`config.mk`:
```
export PLATFORM = sky130hd
export DESIGN_NAME = l2_vector_normalizer_top
export DESIGN_NICKNAME = d
export VERILOG_FILES = /design/src/rtl/l2vn_pkg.sv /design/src/rtl/l2vn_queue.sv /design/src/rtl/l2vn_front.sv /design/src/rtl/l2vn_back.sv /design/src/rtl/l2_vector_normalizer_top.sv
export SDC_FILE = /design/constraint.sdc
export NUM_CORES = 2
export LEC_CHECK = 0
export BUFFER_PORTS_ARGS = -buffer_cell sky130_fd_sc_hd__buf_2
export CORE_ASPECT_RATIO = 0.75
export CORE_MARGIN = 2
export CORE_UTILIZATION = 69
export CTS_CLUSTER_SIZE = 30
export DETAILED_ROUTE_END_ITERATION = 7
export PLACE_DENSITY = 0.95
export RECOVER_POWER = 25
export SYNTH_ARGS = -nofsm -noshare
export SYNTH_HDL_FRONTEND = slang
export SYNTH_SLANG_ARGS = --single-unit
```
`constraint.sdc`:
```
create_clock -name clk -period 16.6 [get_ports clk]
set_clock_uncertainty 0.15 [all_clocks]
set_input_delay 0.83 -clock clk [delete_from_list [all_inputs] [get_ports clk]]
set_output_delay 0.83 -clock clk [all_outputs]
set_load 0.1 [all_outputs]
```
`src/rtl/l2vn_pkg.sv`:
```
// ----------------------------------------------------------------------------
// l2vn_pkg
// shared constants and types of the l2 vector normalizer
// ----------------------------------------------------------------------------
`default_nettype none

package l2vn_pkg;

    localparam int DEF_MAX_VECTOR_LENGTH = 64;
    localparam int DEF_SAMPLE_WIDTH      = 16;

    localparam int             CFG_W      = 7;
    localparam logic [CFG_W-1:0] VL_RESET = 7'd64;

    // inverse norm is unsigned q1.31, root of the quotient of 2^62 by the square sum
    localparam int INV_W  = 32;
    localparam int QUOT_W = 2 * INV_W - 1;

    // ping-pong element buffer, one queued job per bank
    localparam int NUM_BANKS = 2;

    typedef struct packed {
        logic full;
        logic empty;
    } q_stat_t;

endpackage

`default_nettype wire

```
`src/rtl/l2vn_queue.sv`:
```
// ----------------------------------------------------------------------------
// l2vn_queue
// small job queue between the front and back of the normalizer
// ----------------------------------------------------------------------------
`default_nettype none

module l2vn_queue
    import l2vn_pkg::*;
#(
    parameter int W = 45
)
(
    input  wire logic         clk,
    input  wire logic         rst_n,
    input  wire logic         push,
    input  wire logic [W-1:0] wr_data,
    input  wire logic         pop,
    output q_stat_t           stat,
    output logic [W-1:0]      rd_data
);

    localparam int PW = (NUM_BANKS > 1) ? $clog2(NUM_BANKS) : 1;
    localparam int CW = $clog2(NUM_BANKS + 1);

    logic [W-1:0]  entry_reg [NUM_BANKS];
    logic [PW-1:0] wr_ptr_reg, wr_ptr_next;
    logic [PW-1:0] rd_ptr_reg, rd_ptr_next;
    logic [CW-1:0] cnt_reg, cnt_next;

    always_comb
    begin
        wr_ptr_next = wr_ptr_reg;
        rd_ptr_next = rd_ptr_reg;
        cnt_next    = cnt_reg;
        if (push)
        begin
            wr_ptr_next = (wr_ptr_reg == PW'(NUM_BANKS - 1)) ? '0 : PW'(wr_ptr_reg + 1'b1);
        end
        if (pop)
        begin
            rd_ptr_next = (rd_ptr_reg == PW'(NUM_BANKS - 1)) ? '0 : PW'(rd_ptr_reg + 1'b1);
        end
        if (push && !pop)
        begin
            cnt_next = CW'(cnt_reg + 1'b1);
        end
        else if (pop && !push)
        begin
            cnt_next = CW'(cnt_reg - 1'b1);
        end
    end

    always_ff @(posedge clk or negedge rst_n)
    begin
        if (!rst_n)
        begin
            wr_ptr_reg <= '0;
            rd_ptr_reg <= '0;
            cnt_reg    <= '0;
        end
        else
        begin
            wr_ptr_reg <= wr_ptr_next;
            rd_ptr_reg <= rd_ptr_next;
            cnt_reg    <= cnt_next;
        end
    end

    always_ff @(posedge clk)
    begin
        if (push)
        begin
            entry_reg[wr_ptr_reg] <= wr_data;
        end
    end

    assign stat.full  = (cnt_reg == CW'(NUM_BANKS));
    assign stat.empty = (cnt_reg == '0);
    assign rd_data    = entry_reg[rd_ptr_reg];

endmodule

`default_nettype wire

```
`src/rtl/l2vn_front.sv`:
```
// ----------------------------------------------------------------------------
// l2vn_front
// accepts sample beats, buffers them and sums their squares per vector
// ----------------------------------------------------------------------------
`default_nettype none

module l2vn_front
    import l2vn_pkg::*;
#(
    parameter int MAX_VECTOR_LENGTH = DEF_MAX_VECTOR_LENGTH,
    parameter int SAMPLE_WIDTH      = DEF_SAMPLE_WIDTH,
    localparam int AW    = $clog2(MAX_VECTOR_LENGTH),
    localparam int CNT_W = $clog2(MAX_VECTOR_LENGTH + 1),
    localparam int SUM_W = 2 * SAMPLE_WIDTH - 1 + AW,
    localparam int JOB_W = 1 + CNT_W + SUM_W,
    localparam int TD_W  = ((SAMPLE_WIDTH + 7) / 8) * 8
)
(
    input  wire logic                    clk,
    input  wire logic                    rst_n,
    input  wire logic                    cfg_wr_en,
    input  wire logic [CFG_W-1:0]        cfg_wr_data,
    input  wire logic                    s_axis_tvalid,
    output logic                         s_axis_tready,
    input  wire logic [TD_W-1:0]         s_axis_tdata,
    input  wire q_stat_t                 q_stat,
    output logic                         q_push,
    output logic [JOB_W-1:0]             q_wr_data,
    output logic                         mem_wr_en,
    output logic [AW:0]                  mem_wr_addr,
    output logic [SAMPLE_WIDTH-1:0]      mem_wr_data
);

    localparam int LW = (CNT_W > CFG_W) ? CNT_W : CFG_W;
    localparam logic [LW-1:0] MAX_L = LW'(MAX_VECTOR_LENGTH);

    logic [CFG_W-1:0] vl_reg;
    logic [CNT_W-1:0] count_reg, count_next;
    logic [SUM_W-1:0] sum_reg, sum_next;
    logic             bank_reg, bank_next;

    logic                            accept;
    logic signed [SAMPLE_WIDTH-1:0]  smp;
    logic signed [2*SAMPLE_WIDTH-1:0] sq_full;
    logic [LW-1:0]                   vl_ext;
    logic [LW-1:0]                   eff_len;
    logic [CNT_W-1:0]                count_inc;
    logic [SUM_W-1:0]                sum_inc;
    logic                            complete;

    assign s_axis_tready = !q_stat.full;
    assign accept        = s_axis_tvalid && s_axis_tready;
    assign smp           = s_axis_tdata[SAMPLE_WIDTH-1:0];
    assign sq_full       = smp * smp;
    assign count_inc     = CNT_W'(count_reg + 1'b1);
    assign sum_inc       = sum_reg + SUM_W'(sq_full[2*SAMPLE_WIDTH-2:0]);

    // zero acts as one, anything above the buffer depth as the depth
    assign vl_ext  = LW'(vl_reg);
    assign eff_len = (vl_reg == '0) ? LW'(1) : ((vl_ext > MAX_L) ? MAX_L : vl_ext);
    assign complete = (LW'(count_inc) >= eff_len);

    always_comb
    begin
        count_next = count_reg;
        sum_next   = sum_reg;
        bank_next  = bank_reg;
        if (accept)
        begin
            if (complete)
            begin
                count_next = '0;
                sum_next   = '0;
                bank_next  = !bank_reg;
            end
            else
            begin
                count_next = count_inc;
                sum_next   = sum_inc;
            end
        end
    end

    always_ff @(posedge clk or negedge rst_n)
    begin
        if (!rst_n)
        begin
            vl_reg    <= VL_RESET;
            count_reg <= '0;
            sum_reg   <= '0;
            bank_reg  <= 1'b0;
        end
        else
        begin
            if (cfg_wr_en)
            begin
                vl_reg <= cfg_wr_data;
            end
            count_reg <= count_next;
            sum_reg   <= sum_next;
            bank_reg  <= bank_next;
        end
    end

    assign mem_wr_en   = accept;
    assign mem_wr_addr = {bank_reg, count_reg[AW-1:0]};
    assign mem_wr_data = smp;

    assign q_push    = accept && complete;
    assign q_wr_data = {bank_reg, count_inc, sum_inc};

endmodule

`default_nettype wire

```
`src/rtl/l2vn_back.sv`:
```
// ----------------------------------------------------------------------------
// l2vn_back
// inverse norm by serial divide and square root, then scales each element
// ----------------------------------------------------------------------------
`default_nettype none

module l2vn_back
    import l2vn_pkg::*;
#(
    parameter int MAX_VECTOR_LENGTH = DEF_MAX_VECTOR_LENGTH,
    parameter int SAMPLE_WIDTH      = DEF_SAMPLE_WIDTH,
    localparam int AW    = $clog2(MAX_VECTOR_LENGTH),
    localparam int CNT_W = $clog2(MAX_VECTOR_LENGTH + 1),
    localparam int SUM_W = 2 * SAMPLE_WIDTH - 1 + AW,
    localparam int JOB_W = 1 + CNT_W + SUM_W,
    localparam int TD_W  = ((SAMPLE_WIDTH + 7) / 8) * 8
)
(
    input  wire logic                    clk,
    input  wire logic                    rst_n,
    input  wire logic                    mem_wr_en,
    input  wire logic [AW:0]             mem_wr_addr,
    input  wire logic [SAMPLE_WIDTH-1:0] mem_wr_data,
    input  wire q_stat_t                 q_stat,
    input  wire logic [JOB_W-1:0]        q_rd_data,
    output logic                         q_pop,
    output logic                         m_axis_tvalid,
    input  wire logic                    m_axis_tready,
    output logic [TD_W-1:0]              m_axis_tdata,
    output logic                         m_axis_tlast,
    output logic                         m_axis_tuser
);

    localparam int SW        = SAMPLE_WIDTH;
    localparam int PROD_W    = SW + INV_W;
    localparam int OUT_SHIFT = INV_W - SW;
    localparam int STEP_W    = $clog2(QUOT_W);
    localparam logic [STEP_W-1:0] DIV_TOP  = STEP_W'(QUOT_W - 1);
    localparam logic [STEP_W-1:0] SQRT_TOP = STEP_W'(QUOT_W / 2);
    localparam logic [QUOT_W-1:0] BIT_TOP  = QUOT_W'(1) << (QUOT_W - 1);
    localparam logic [PROD_W:0] HALF =
        (OUT_SHIFT > 0) ? ((PROD_W+1)'(1) << (OUT_SHIFT > 0 ? OUT_SHIFT - 1 : 0)) : '0;
    localparam logic [PROD_W:0] LIM  = (PROD_W+1)'(1) << (SW - 1);
    localparam logic [SW-1:0] SMP_MAX = {1'b0, {(SW-1){1'b1}}};
    localparam logic [SW-1:0] SMP_MIN = {1'b1, {(SW-1){1'b0}}};

    typedef enum logic [3:0] {
        ST_IDLE = 4'b0001,
        ST_DIV  = 4'b0010,
        ST_SQRT = 4'b0100,
        ST_EMIT = 4'b1000
    } state_t;

    state_t            state_reg, state_next;
    logic [STEP_W-1:0] step_reg, step_next;
    logic [CNT_W-1:0]  k_reg, k_next;
    logic              s1_valid_reg, s2_valid_reg, out_valid_reg;

    logic              bank_reg, bank_next;
    logic [CNT_W-1:0]  n_reg, n_next;
    logic [SUM_W-1:0]  div_reg, div_next;
    logic [SUM_W-1:0]  rem_reg, rem_next;
    logic [QUOT_W-1:0] v_reg, v_next;
    logic [QUOT_W-1:0] r_reg, r_next;
    logic [QUOT_W-1:0] bit_reg, bit_next;
    logic [INV_W-1:0]  inv_reg, inv_next;
    logic              zero_reg, zero_next;

    logic [SW-1:0]     mem [NUM_BANKS * (2**AW)];
    logic [SW-1:0]     rd_data_reg;
    logic              s1_last_reg;
    logic              s2_last_reg, s2_neg_reg;
    logic [PROD_W-1:0] s2_prod_reg;
    logic [SW-1:0]     out_data_reg;
    logic              out_last_reg, out_zero_reg;

    logic              job_bank;
    logic [CNT_W-1:0]  job_cnt;
    logic [SUM_W-1:0]  job_sum;

    logic [SUM_W:0]    shifted, diff;
    logic              div_ge;
    logic [QUOT_W-1:0] sq_t;
    logic              sq_ge;
    logic [QUOT_W-1:0] sq_v, sq_r;

    logic              adv, issue, done;
    logic [AW:0]       rd_addr;
    logic [SW-1:0]     mag;
    logic [PROD_W:0]   rnd;
    logic              big;
    logic [SW-1:0]     res;

    assign job_bank = q_rd_data[JOB_W-1];
    assign job_cnt  = q_rd_data[SUM_W +: CNT_W];
    assign job_sum  = q_rd_data[SUM_W-1:0];

    // restoring divide of 2^62 by the square sum, one quotient bit per step
    assign shifted = {rem_reg, (step_reg == DIV_TOP)};
    assign div_ge  = (shifted >= {1'b0, div_reg});
    assign diff    = shifted - {1'b0, div_reg};

    // digit-by-digit square root of the quotient, one result bit per step
    assign sq_t  = r_reg + bit_reg;
    assign sq_ge = (v_reg >= sq_t);
    assign sq_v  = sq_ge ? (v_reg - sq_t) : v_reg;
    assign sq_r  = sq_ge ? ((r_reg >> 1) + bit_reg) : (r_reg >> 1);

    assign adv     = !out_valid_reg || m_axis_tready;
    assign issue   = (state_reg == ST_EMIT) && adv && (k_reg < n_reg);
    assign done    = (state_reg == ST_EMIT) && (k_reg == n_reg)
                     && !s1_valid_reg && !s2_valid_reg;
    assign rd_addr = {bank_reg, k_reg[AW-1:0]};
    assign q_pop   = done;

    always_comb
    begin
        state_next = state_reg;
        step_next  = step_reg;
        k_next     = k_reg;
        bank_next  = bank_reg;
        n_next     = n_reg;
        div_next   = div_reg;
        rem_next   = rem_reg;
        v_next     = v_reg;
        r_next     = r_reg;
        bit_next   = bit_reg;
        inv_next   = inv_reg;
        zero_next  = zero_reg;
        unique case (state_reg)
            ST_IDLE:
            begin
                if (!q_stat.empty)
                begin
                    bank_next = job_bank;
                    n_next    = job_cnt;
                    div_next  = job_sum;
                    k_next    = '0;
                    if (job_sum == '0)
                    begin
                        inv_next   = '0;
                        zero_next  = 1'b1;
                        state_next = ST_EMIT;
                    end
                    else
                    begin
                        zero_next  = 1'b0;
                        rem_next   = '0;
                        v_next     = '0;
                        step_next  = DIV_TOP;
                        state_next = ST_DIV;
                    end
                end
            end
            ST_DIV:
            begin
                rem_next = div_ge ? diff[SUM_W-1:0] : shifted[SUM_W-1:0];
                v_next   = {v_reg[QUOT_W-2:0], div_ge};
                if (step_reg == '0)
                begin
                    r_next     = '0;
                    bit_next   = BIT_TOP;
                    step_next  = SQRT_TOP;
                    state_next = ST_SQRT;
                end
                else
                begin
                    step_next = STEP_W'(step_reg - 1'b1);
                end
            end
            ST_SQRT:
            begin
                v_next   = sq_v;
                r_next   = sq_r;
                bit_next = bit_reg >> 2;
                if (step_reg == '0)
                begin
                    inv_next   = sq_r[INV_W-1:0];
                    state_next = ST_EMIT;
                end
                else
                begin
                    step_next = STEP_W'(step_reg - 1'b1);
                end
            end
            ST_EMIT:
            begin
                if (issue)
                begin
                    k_next = CNT_W'(k_reg + 1'b1);
                end
                if (done)
                begin
                    state_next = ST_IDLE;
                end
            end
            default:
            begin
                state_next = ST_IDLE;
            end
        endcase
    end

    always_ff @(posedge clk or negedge rst_n)
    begin
        if (!rst_n)
        begin
            state_reg     <= ST_IDLE;
            step_reg      <= '0;
            k_reg         <= '0;
            s1_valid_reg  <= 1'b0;
            s2_valid_reg  <= 1'b0;
            out_valid_reg <= 1'b0;
        end
        else
        begin
            state_reg <= state_next;
            step_reg  <= step_next;
            k_reg     <= k_next;
            if (adv)
            begin
                s1_valid_reg  <= issue;
                s2_valid_reg  <= s1_valid_reg;
                out_valid_reg <= s2_valid_reg;
            end
        end
    end

    always_ff @(posedge clk)
    begin
        bank_reg <= bank_next;
        n_reg    <= n_next;
        div_reg  <= div_next;
        rem_reg  <= rem_next;
        v_reg    <= v_next;
        r_reg    <= r_next;
        bit_reg  <= bit_next;
        inv_reg  <= inv_next;
        zero_reg <= zero_next;
    end

    always_ff @(posedge clk)
    begin
        if (mem_wr_en)
        begin
            mem[mem_wr_addr] <= mem_wr_data;
        end
        if (adv)
        begin
            rd_data_reg <= mem[rd_addr];
        end
    end

    // magnitude of the most negative sample still fits unsigned
    assign mag = rd_data_reg[SW-1] ? SW'(~rd_data_reg + 1'b1) : rd_data_reg;

    assign rnd = ({1'b0, s2_prod_reg} + HALF) >> OUT_SHIFT;
    assign big = (rnd >= LIM);

    always_comb
    begin
        if (s2_neg_reg)
        begin
            res = big ? SMP_MIN : SW'(~rnd[SW-1:0] + 1'b1);
        end
        else
        begin
            res = big ? SMP_MAX : rnd[SW-1:0];
        end
    end

    always_ff @(posedge clk)
    begin
        if (adv)
        begin
            s1_last_reg  <= (CNT_W'(k_reg + 1'b1) == n_reg);
            s2_last_reg  <= s1_last_reg;
            s2_neg_reg   <= rd_data_reg[SW-1];
            s2_prod_reg  <= mag * inv_reg;
            out_data_reg <= res;
            out_last_reg <= s2_last_reg;
            out_zero_reg <= zero_reg;
        end
    end

    assign m_axis_tvalid = out_valid_reg;
    assign m_axis_tdata  = TD_W'(out_data_reg);
    assign m_axis_tlast  = out_last_reg;
    assign m_axis_tuser  = out_zero_reg;

endmodule

`default_nettype wire

```
`src/rtl/l2_vector_normalizer_top.sv`:
```
// ----------------------------------------------------------------------------
// l2_vector_normalizer_top
// a vector's first result waits on the back end: 63-step divide, 32-step square
// root, and the read, multiply and saturate pipeline
// throughput: one sample beat per cycle in while the queue has room, one result
// beat per cycle out while the sink is ready; new vectors are taken in meanwhile
// reset: asynchronous, clears counters, queue and pipeline; length resets to 64
// ----------------------------------------------------------------------------
`default_nettype none

module l2_vector_normalizer_top
    import l2vn_pkg::*;
#(
    parameter int MAX_VECTOR_LENGTH = DEF_MAX_VECTOR_LENGTH,
    parameter int SAMPLE_WIDTH      = DEF_SAMPLE_WIDTH,
    localparam int TD_W = ((SAMPLE_WIDTH + 7) / 8) * 8
)
(
    input  wire logic             clk,
    input  wire logic             rst_n,
    input  wire logic             cfg_wr_en,
    input  wire logic [CFG_W-1:0] cfg_wr_data,   // vector_length
    input  wire logic             s_axis_tvalid,
    output logic                  s_axis_tready,
    input  wire logic [TD_W-1:0]  s_axis_tdata,  // sample
    output logic                  m_axis_tvalid,
    input  wire logic             m_axis_tready,
    output logic [TD_W-1:0]       m_axis_tdata,  // normalized_sample
    output logic                  m_axis_tlast,  // last_of_vector
    output logic                  m_axis_tuser   // zero_vector
);

    localparam int AW    = $clog2(MAX_VECTOR_LENGTH);
    localparam int CNT_W = $clog2(MAX_VECTOR_LENGTH + 1);
    localparam int SUM_W = 2 * SAMPLE_WIDTH - 1 + AW;
    localparam int JOB_W = 1 + CNT_W + SUM_W;

    q_stat_t                 q_stat;
    logic                    q_push;
    logic                    q_pop;
    logic [JOB_W-1:0]        q_wr_data;
    logic [JOB_W-1:0]        q_rd_data;
    logic                    mem_wr_en;
    logic [AW:0]             mem_wr_addr;
    logic [SAMPLE_WIDTH-1:0] mem_wr_data;

    l2vn_front #(
        .MAX_VECTOR_LENGTH (MAX_VECTOR_LENGTH),
        .SAMPLE_WIDTH      (SAMPLE_WIDTH)
    ) u_front (
        .clk           (clk),
        .rst_n         (rst_n),
        .cfg_wr_en     (cfg_wr_en),
        .cfg_wr_data   (cfg_wr_data),
        .s_axis_tvalid (s_axis_tvalid),
        .s_axis_tready (s_axis_tready),
        .s_axis_tdata  (s_axis_tdata),
        .q_stat        (q_stat),
        .q_push        (q_push),
        .q_wr_data     (q_wr_data),
        .mem_wr_en     (mem_wr_en),
        .mem_wr_addr   (mem_wr_addr),
        .mem_wr_data   (mem_wr_data)
    );

    l2vn_queue #(
        .W (JOB_W)
    ) u_queue (
        .clk     (clk),
        .rst_n   (rst_n),
        .push    (q_push),
        .wr_data (q_wr_data),
        .pop     (q_pop),
        .stat    (q_stat),
        .rd_data (q_rd_data)
    );

    l2vn_back #(
        .MAX_VECTOR_LENGTH (MAX_VECTOR_LENGTH),
        .SAMPLE_WIDTH      (SAMPLE_WIDTH)
    ) u_back (
        .clk           (clk),
        .rst_n         (rst_n),
        .mem_wr_en     (mem_wr_en),
        .mem_wr_addr   (mem_wr_addr),
        .mem_wr_data   (mem_wr_data),
        .q_stat        (q_stat),
        .q_rd_data     (q_rd_data),
        .q_pop         (q_pop),
        .m_axis_tvalid (m_axis_tvalid),
        .m_axis_tready (m_axis_tready),
        .m_axis_tdata  (m_axis_tdata),
        .m_axis_tlast  (m_axis_tlast),
        .m_axis_tuser  (m_axis_tuser)
    );

`ifndef SYNTHESIS
    a_no_push_full: assert property (@(posedge clk) disable iff (!rst_n)
        q_push |-> !q_stat.full)
        else $error("job pushed into a full queue");

    a_no_pop_empty: assert property (@(posedge clk) disable iff (!rst_n)
        q_pop |-> !q_stat.empty)
        else $error("job popped from an empty queue");

    a_zero_data: assert property (@(posedge clk) disable iff (!rst_n)
        (m_axis_tvalid && m_axis_tuser) |-> (m_axis_tdata == '0))
        else $error("zero vector beat with nonzero data");
`endif

endmodule

`default_nettype wire

```
==> summary.md, run 1 <==
| Metric | Value |
|---|---|
| Max clock buf depth | 3 |
| Synth Register Bits | 2557 |
| Die Y | between 300 and 400 um |
| Clock root buffer master | clkbuf_16 |
| Synth unique cells | 102 |
| Num ports | 48 |
| Area of the mapped netlist | 0.135 mm^2 |
| Last stage | 5_1_grt |
| Main flop type after synthesis | edfxtp_1 |
| TritonCTS buffer count | roughly 220 |
| Total track usage | 0.795 |
| Post-placement cell area | ~0.14 mm^2 |
| Std-Cell Rows | 140 |
| Synth warn | 0 |
| Gpl congestion | around 0.96 |
| Post CTS Setup Buffer Count | 0 |
| Syn_nets | 10134 |
| Resize count post-CTS | 0 |
| Port Buf Inserts | 47 |
| Post-DP HPWL | approximately 310 mm |
| EDFF count, synth | 2481 |
| Die width | 515 um |
| Post-Syn Area per Cell | approximately 15 um^2 |
| Initial Utilization | 0.694 |
| Asr flop ratio synth | 0.0297 |
| Largest net degree at the start of global routing | 153 |
| Congestion Overflow GR | 6411 |
| Status | stopped before the end |
| Global-route wire length before repair | 1080 mm |
| H-tree depth | 4 |
| CTS Sinks | around 2600 |
| Tool error | [ERROR GRT-0116] Global routing finished with congestion. Check the congestion regions in the DRC Viewer. |
| Syn Inst Count | about 9000 |
| Sequential share of the synthesized area | 0.566 |
| Vias in the first global route | 118518 |
what timing repair did:
| item | 4_1_cts |
|---|---|
| hold buffers | 2 |
| setup endpoints to repair | 0 |
| endpoints found under the hold margin | 8 |
through the flow:
step           hold slack (ns)  setup slack, ns  utilization  instances
3_3_place_gp             0.253             6.53        0.713      11452
2_1_floorplan            0.250             7.98            -       9034
3_5_place_dp             0.271             5.27        0.713      11452
4_1_cts                 0.0293             4.66        0.753      11876
cell usage after synthesis (56+ instances only):
| cell | count | area share |
|---|---|---|
| a21oi_1 | 235 | 0.0087 |
| nand3_1 | 120 | 0.0045 |
| edfxtp_1 | 2481 | 0.55 |
| xor2_1 | 141 | 0.0092 |
| mux2_2 | 71 | 0.0059 |
| fa_1 | 645 | 0.096 |
| a31oi_1 | 78 | 0.0036 |
| dfrtp_1 | 74 | 0.014 |
| nor2_1 | 440 | 0.012 |
| nand4_1 | 62 | 0.0029 |
| nand2_1 | 804 | 0.022 |
| and2_1 | 160 | 0.0074 |
| a21o_1 | 135 | 0.0075 |
| o21ai_0 | 273 | 0.010 |
| a211oi_1 | 56 | 0.0031 |
| nor2b_1 | 130 | 0.0060 |
| clkbuf_1 | 283 | 0.0079 |
| ha_1 | 427 | 0.040 |
| buf_2 | 62 | 0.0023 |
| nor3_1 | 61 | 0.0023 |
| mux4_2 | 672 | 0.11 |
| inv_1 | 823 | 0.023 |
| xnor2_1 | 213 | 0.014 |
layer usage:
layer	GRT overflow	GRT usage
met1	579	0.787
met2	3634	0.937
met3	530	0.704
met4	1602	0.722
met5	66	0.486
kinds of logic after synthesis:
logic type	Yosys count	synth area share
buffers and inverters	1214	0.0349
adder cells (fa/ha/maj)	1072	0.135
AO/OA/AOI/OAI	1068	0.0511
AND/OR/NAND/NOR	1995	0.0688
multiplexers	774	0.120
XOR/XNOR	354	0.0230
flip-flops	2557	0.566
==> inputs of run 2 (changes only) <==
--- a/config.mk
+++ b/config.mk
@@ -6,12 +6,10 @@
 export NUM_CORES = 2
 export LEC_CHECK = 0
 export BUFFER_PORTS_ARGS = -buffer_cell sky130_fd_sc_hd__buf_2
-export CORE_ASPECT_RATIO = 0.75
 export CORE_MARGIN = 2
-export CORE_UTILIZATION = 69
-export CTS_CLUSTER_SIZE = 30
+export CORE_UTILIZATION = 40
 export DETAILED_ROUTE_END_ITERATION = 7
-export PLACE_DENSITY = 0.95
+export PLACE_DENSITY_LB_ADDON = 0.15
 export RECOVER_POWER = 25
 export SYNTH_ARGS = -nofsm -noshare
 export SYNTH_HDL_FRONTEND = slang
==> summary.md, run 2 <==
| Metric | Value |
|---|---|
| DRT iter0 DRCs | 6061 |
| Resize count post-CTS | 0 (unchanged) |
| Commonest non-fill, non-tap cell in the layout | edfxtp_1 |
| Drt via density | 5.50 |
| Synth warn | 0 (unchanged) |
| Crit path top cell by count | fa_1 |
| Critical path type | input pin to flip-flop |
| Synth Register Bits | 2557 (unchanged) |
| Max Cap Viol | 24 |
| Worst Hold Class | input pin to flip-flop |
| Layout fillers | 29719 |
| Die Area | ~0.34 mm^2 |
| Minimum clock period | about 12 ns |
| Violated checks | capacitance limit, slew limit |
| WL per Instance | about 25 um |
| Area of the mapped netlist | 0.135 mm^2 (unchanged) |
| Std-Cell Rows | 213 (was 140) |
| Residual DRC count | 0 |
| Congestion Overflow GR | 0 |
| Final Routed Wirelength | 353 mm |
| Slowest-stage cell, CP | clkbuf_1 |
| Clock root buffer master | clkbuf_16 (unchanged) |
| Post-Syn Area per Cell | 14.9 um^2 (unchanged) |
| Share of the synthesized area in the top cell type | 0.552 (unchanged) |
| Crit start category | input pin |
| Global-route wire length before repair | ~530 mm |
| Worst EP required | 17.23 ns |
| Pre-Repair DR Iteration Count | 5 |
| Hold Fails Final Rpt | 0 |
| Fin Setup TNS | 0 ns |
| Final setup violation count | 0 |
| Syn_nets | 10134 (unchanged) |
| CP Capture Type | flip-flop |
| Post-DP HPWL | 226 mm (was 311 mm) |
| Worst-Skew Late Latency | about 0.94 ns |
| Die width | 585 um (was 515 um) |
| Port Buf Inserts | 47 (unchanged) |
| Via count | slightly below 80000 |
| Crit Path Max Fanout | 89 |
| Layout area overhead | 11.5% |
| Period Utilization, post-route | 0.709 |
| TritonCTS clock tree | built |
| Nets@finish | roughly 10000 |
| Number of antenna violations at the first check in global routing | 14 |
| CORE AREA | 0.336 mm^2 |
| Worst-Margin Slew | 4.50 ns |
| Largest net degree at the start of global routing | 134 |
| Fmax | 85.0 MHz |
| EDFF count, synth | 2481 (unchanged) |
| Layout cells sized above 1 | 0.160 |
| CTS Sinks | 2557 (unchanged) |
| Commonest cells after routing, fill and taps aside | edfxtp_1 (2481), inv_1 (821), nand2_1 (802) |
| H-tree depth | 5 (was 4) |
| Relative slew margins | -2.00 |
| Synth unique cells | 102 (unchanged) |
| Clk slew on worst S/H paths | 0.06 ns |
| Ranking of synthesized cells by area | edfxtp_1 (55%), mux4_2 (11%), fa_1 (9.6%), ha_1 (4.0%), inv_1 (2.3%) (unchanged) |
| Vias in the first global route | 80274 |
| Num ports | 48 (unchanged) |
| Syn Inst Count | 9034 (unchanged) |
| Post-synth top area cell | edfxtp_1 (unchanged) |
| Final ANT Viol Nets | 0 |
| Initial Utilization | 0.401 (was 0.694) |
| Max clock buf depth | 4 (was 3) |
| TritonCTS buffer count | 289 (was 224) |
| Top-count cell post-synth | edfxtp_1 (unchanged) |
| Max FFs per register | 2048 |
| Die Y | 585 um (was 387 um) |
| Main flop type after synthesis | edfxtp_1 (unchanged) |
| Crit path largest cell delay | 2.96 ns |
| Status | finished with violations (was stopped before the end) |
| Final slew viol count | 1454 |
| WP data arrival | 12.39 ns |
| Asr flop ratio synth | 0.0297 (unchanged) |
| Gpl congestion | 0.841 (was 0.956) |
| Unrepaired setup endpoints after global routing | false |
| Total track usage | 0.207 |
| Top cells by count, synth | edfxtp_1 (2481), inv_1 (823), nand2_1 (804), mux4_2 (672), fa_1 (645) (unchanged) |
| Sequential share of the synthesized area | 0.566 (unchanged) |
run 2: cell counts after synthesis:
Identical to the previous run, type by type.
run 2: routing by layer:
layer / GRT usage / wire length [um] / up-vias
li1: - / - / 33783
met2: 0.349 / 173000 / 1955
met1: 0.280 / 152000 / 40574
met5: 0 / 14 / -
met3: 0.0272 / 17800 / 504
met4: 0.0576 / 10200 / 2
run 2: through the flow:
step	utilization	setup slack (ns)	instance area [um^2]	hold WS, ns	instances
finish	0.448	4.84	150000	0.124	13976
global route	0.448	3.92	150000	0.0992	13975
CTS	0.448	7.21	151000	0.0393	13973
detailed placement	0.420	6.29	141000	0.263	13451
global placement	0.420	6.34	141000	0.257	13451
floorplan	-	7.98	135000	0.250	9034
run 2: layout make-up:
class,instances,area [um^2],share of cell area
clock inverter,157,1530,0.0102
timing repair buffer,301,2140,0.0142
clock buffer,355,7630,0.0507
tap,4515,5650,0.0376
antenna,3,7.51,0.0000499
inverter,825,3100,0.0206
multi-input combinational,5263,54000,0.359
sequential,2557,76400,0.508
run 2: critical path: cells and delay by family:
family	cells	cell delay (ns)
AOI/OAI and AO/OA	9	2.06
xor gates and xnor gates	1	0.08
adders and majority gates	8	3.60
buffers and inverters	4	3.11
and+or+nand+nor	9	2.49
run 2: cell families (layout without fill, tap and decap cells):
group	Yosys count	after routing	share of synthesized area
multiplexers	774	774	0.120
AO/OA/AOI/OAI	1068	1068	0.0511
buffers and inverters	1214	1638	0.0349
adder cells (fa/ha/maj)	1072	1072	0.135
flip-flops	2557	2557	0.566
XOR/XNOR	354	354	0.0230
AND/OR/NAND/NOR	1995	1995	0.0688
other	0	3	0
run 2: path summary, 6_finish.rpt:
path | end | slack (ns) | from | depth (start not counted)
max in group asynchronous | u_back.k_reg[2] | 11.29 | rst_n | 3
min reg2reg | u_back.m_axis_tuser | 0.27 | u_back.zero_reg | 0
min | u_front.vl_ext[4] | 0.12 | cfg_wr_en | 2
min in group asynchronous | u_front.vl_ext[2] | 0.64 | rst_n | 2
max | u_front.sum_reg[35] | 4.84 | s_axis_tdata[1] | 31
max reg2reg | u_back.s2_prod_reg[47] | 7.38 | u_back.rd_data_reg[2] | 29
run 2: timing repair:
action                    in CTS  in global routing
buffers inserted               0                  0
hold endpoints to repair      29                  0
hold buffers                  10                  0
Power of run 2 is not shown: default switching activity piles up to over one toggle a cycle in this logic, so the estimate is an artifact.
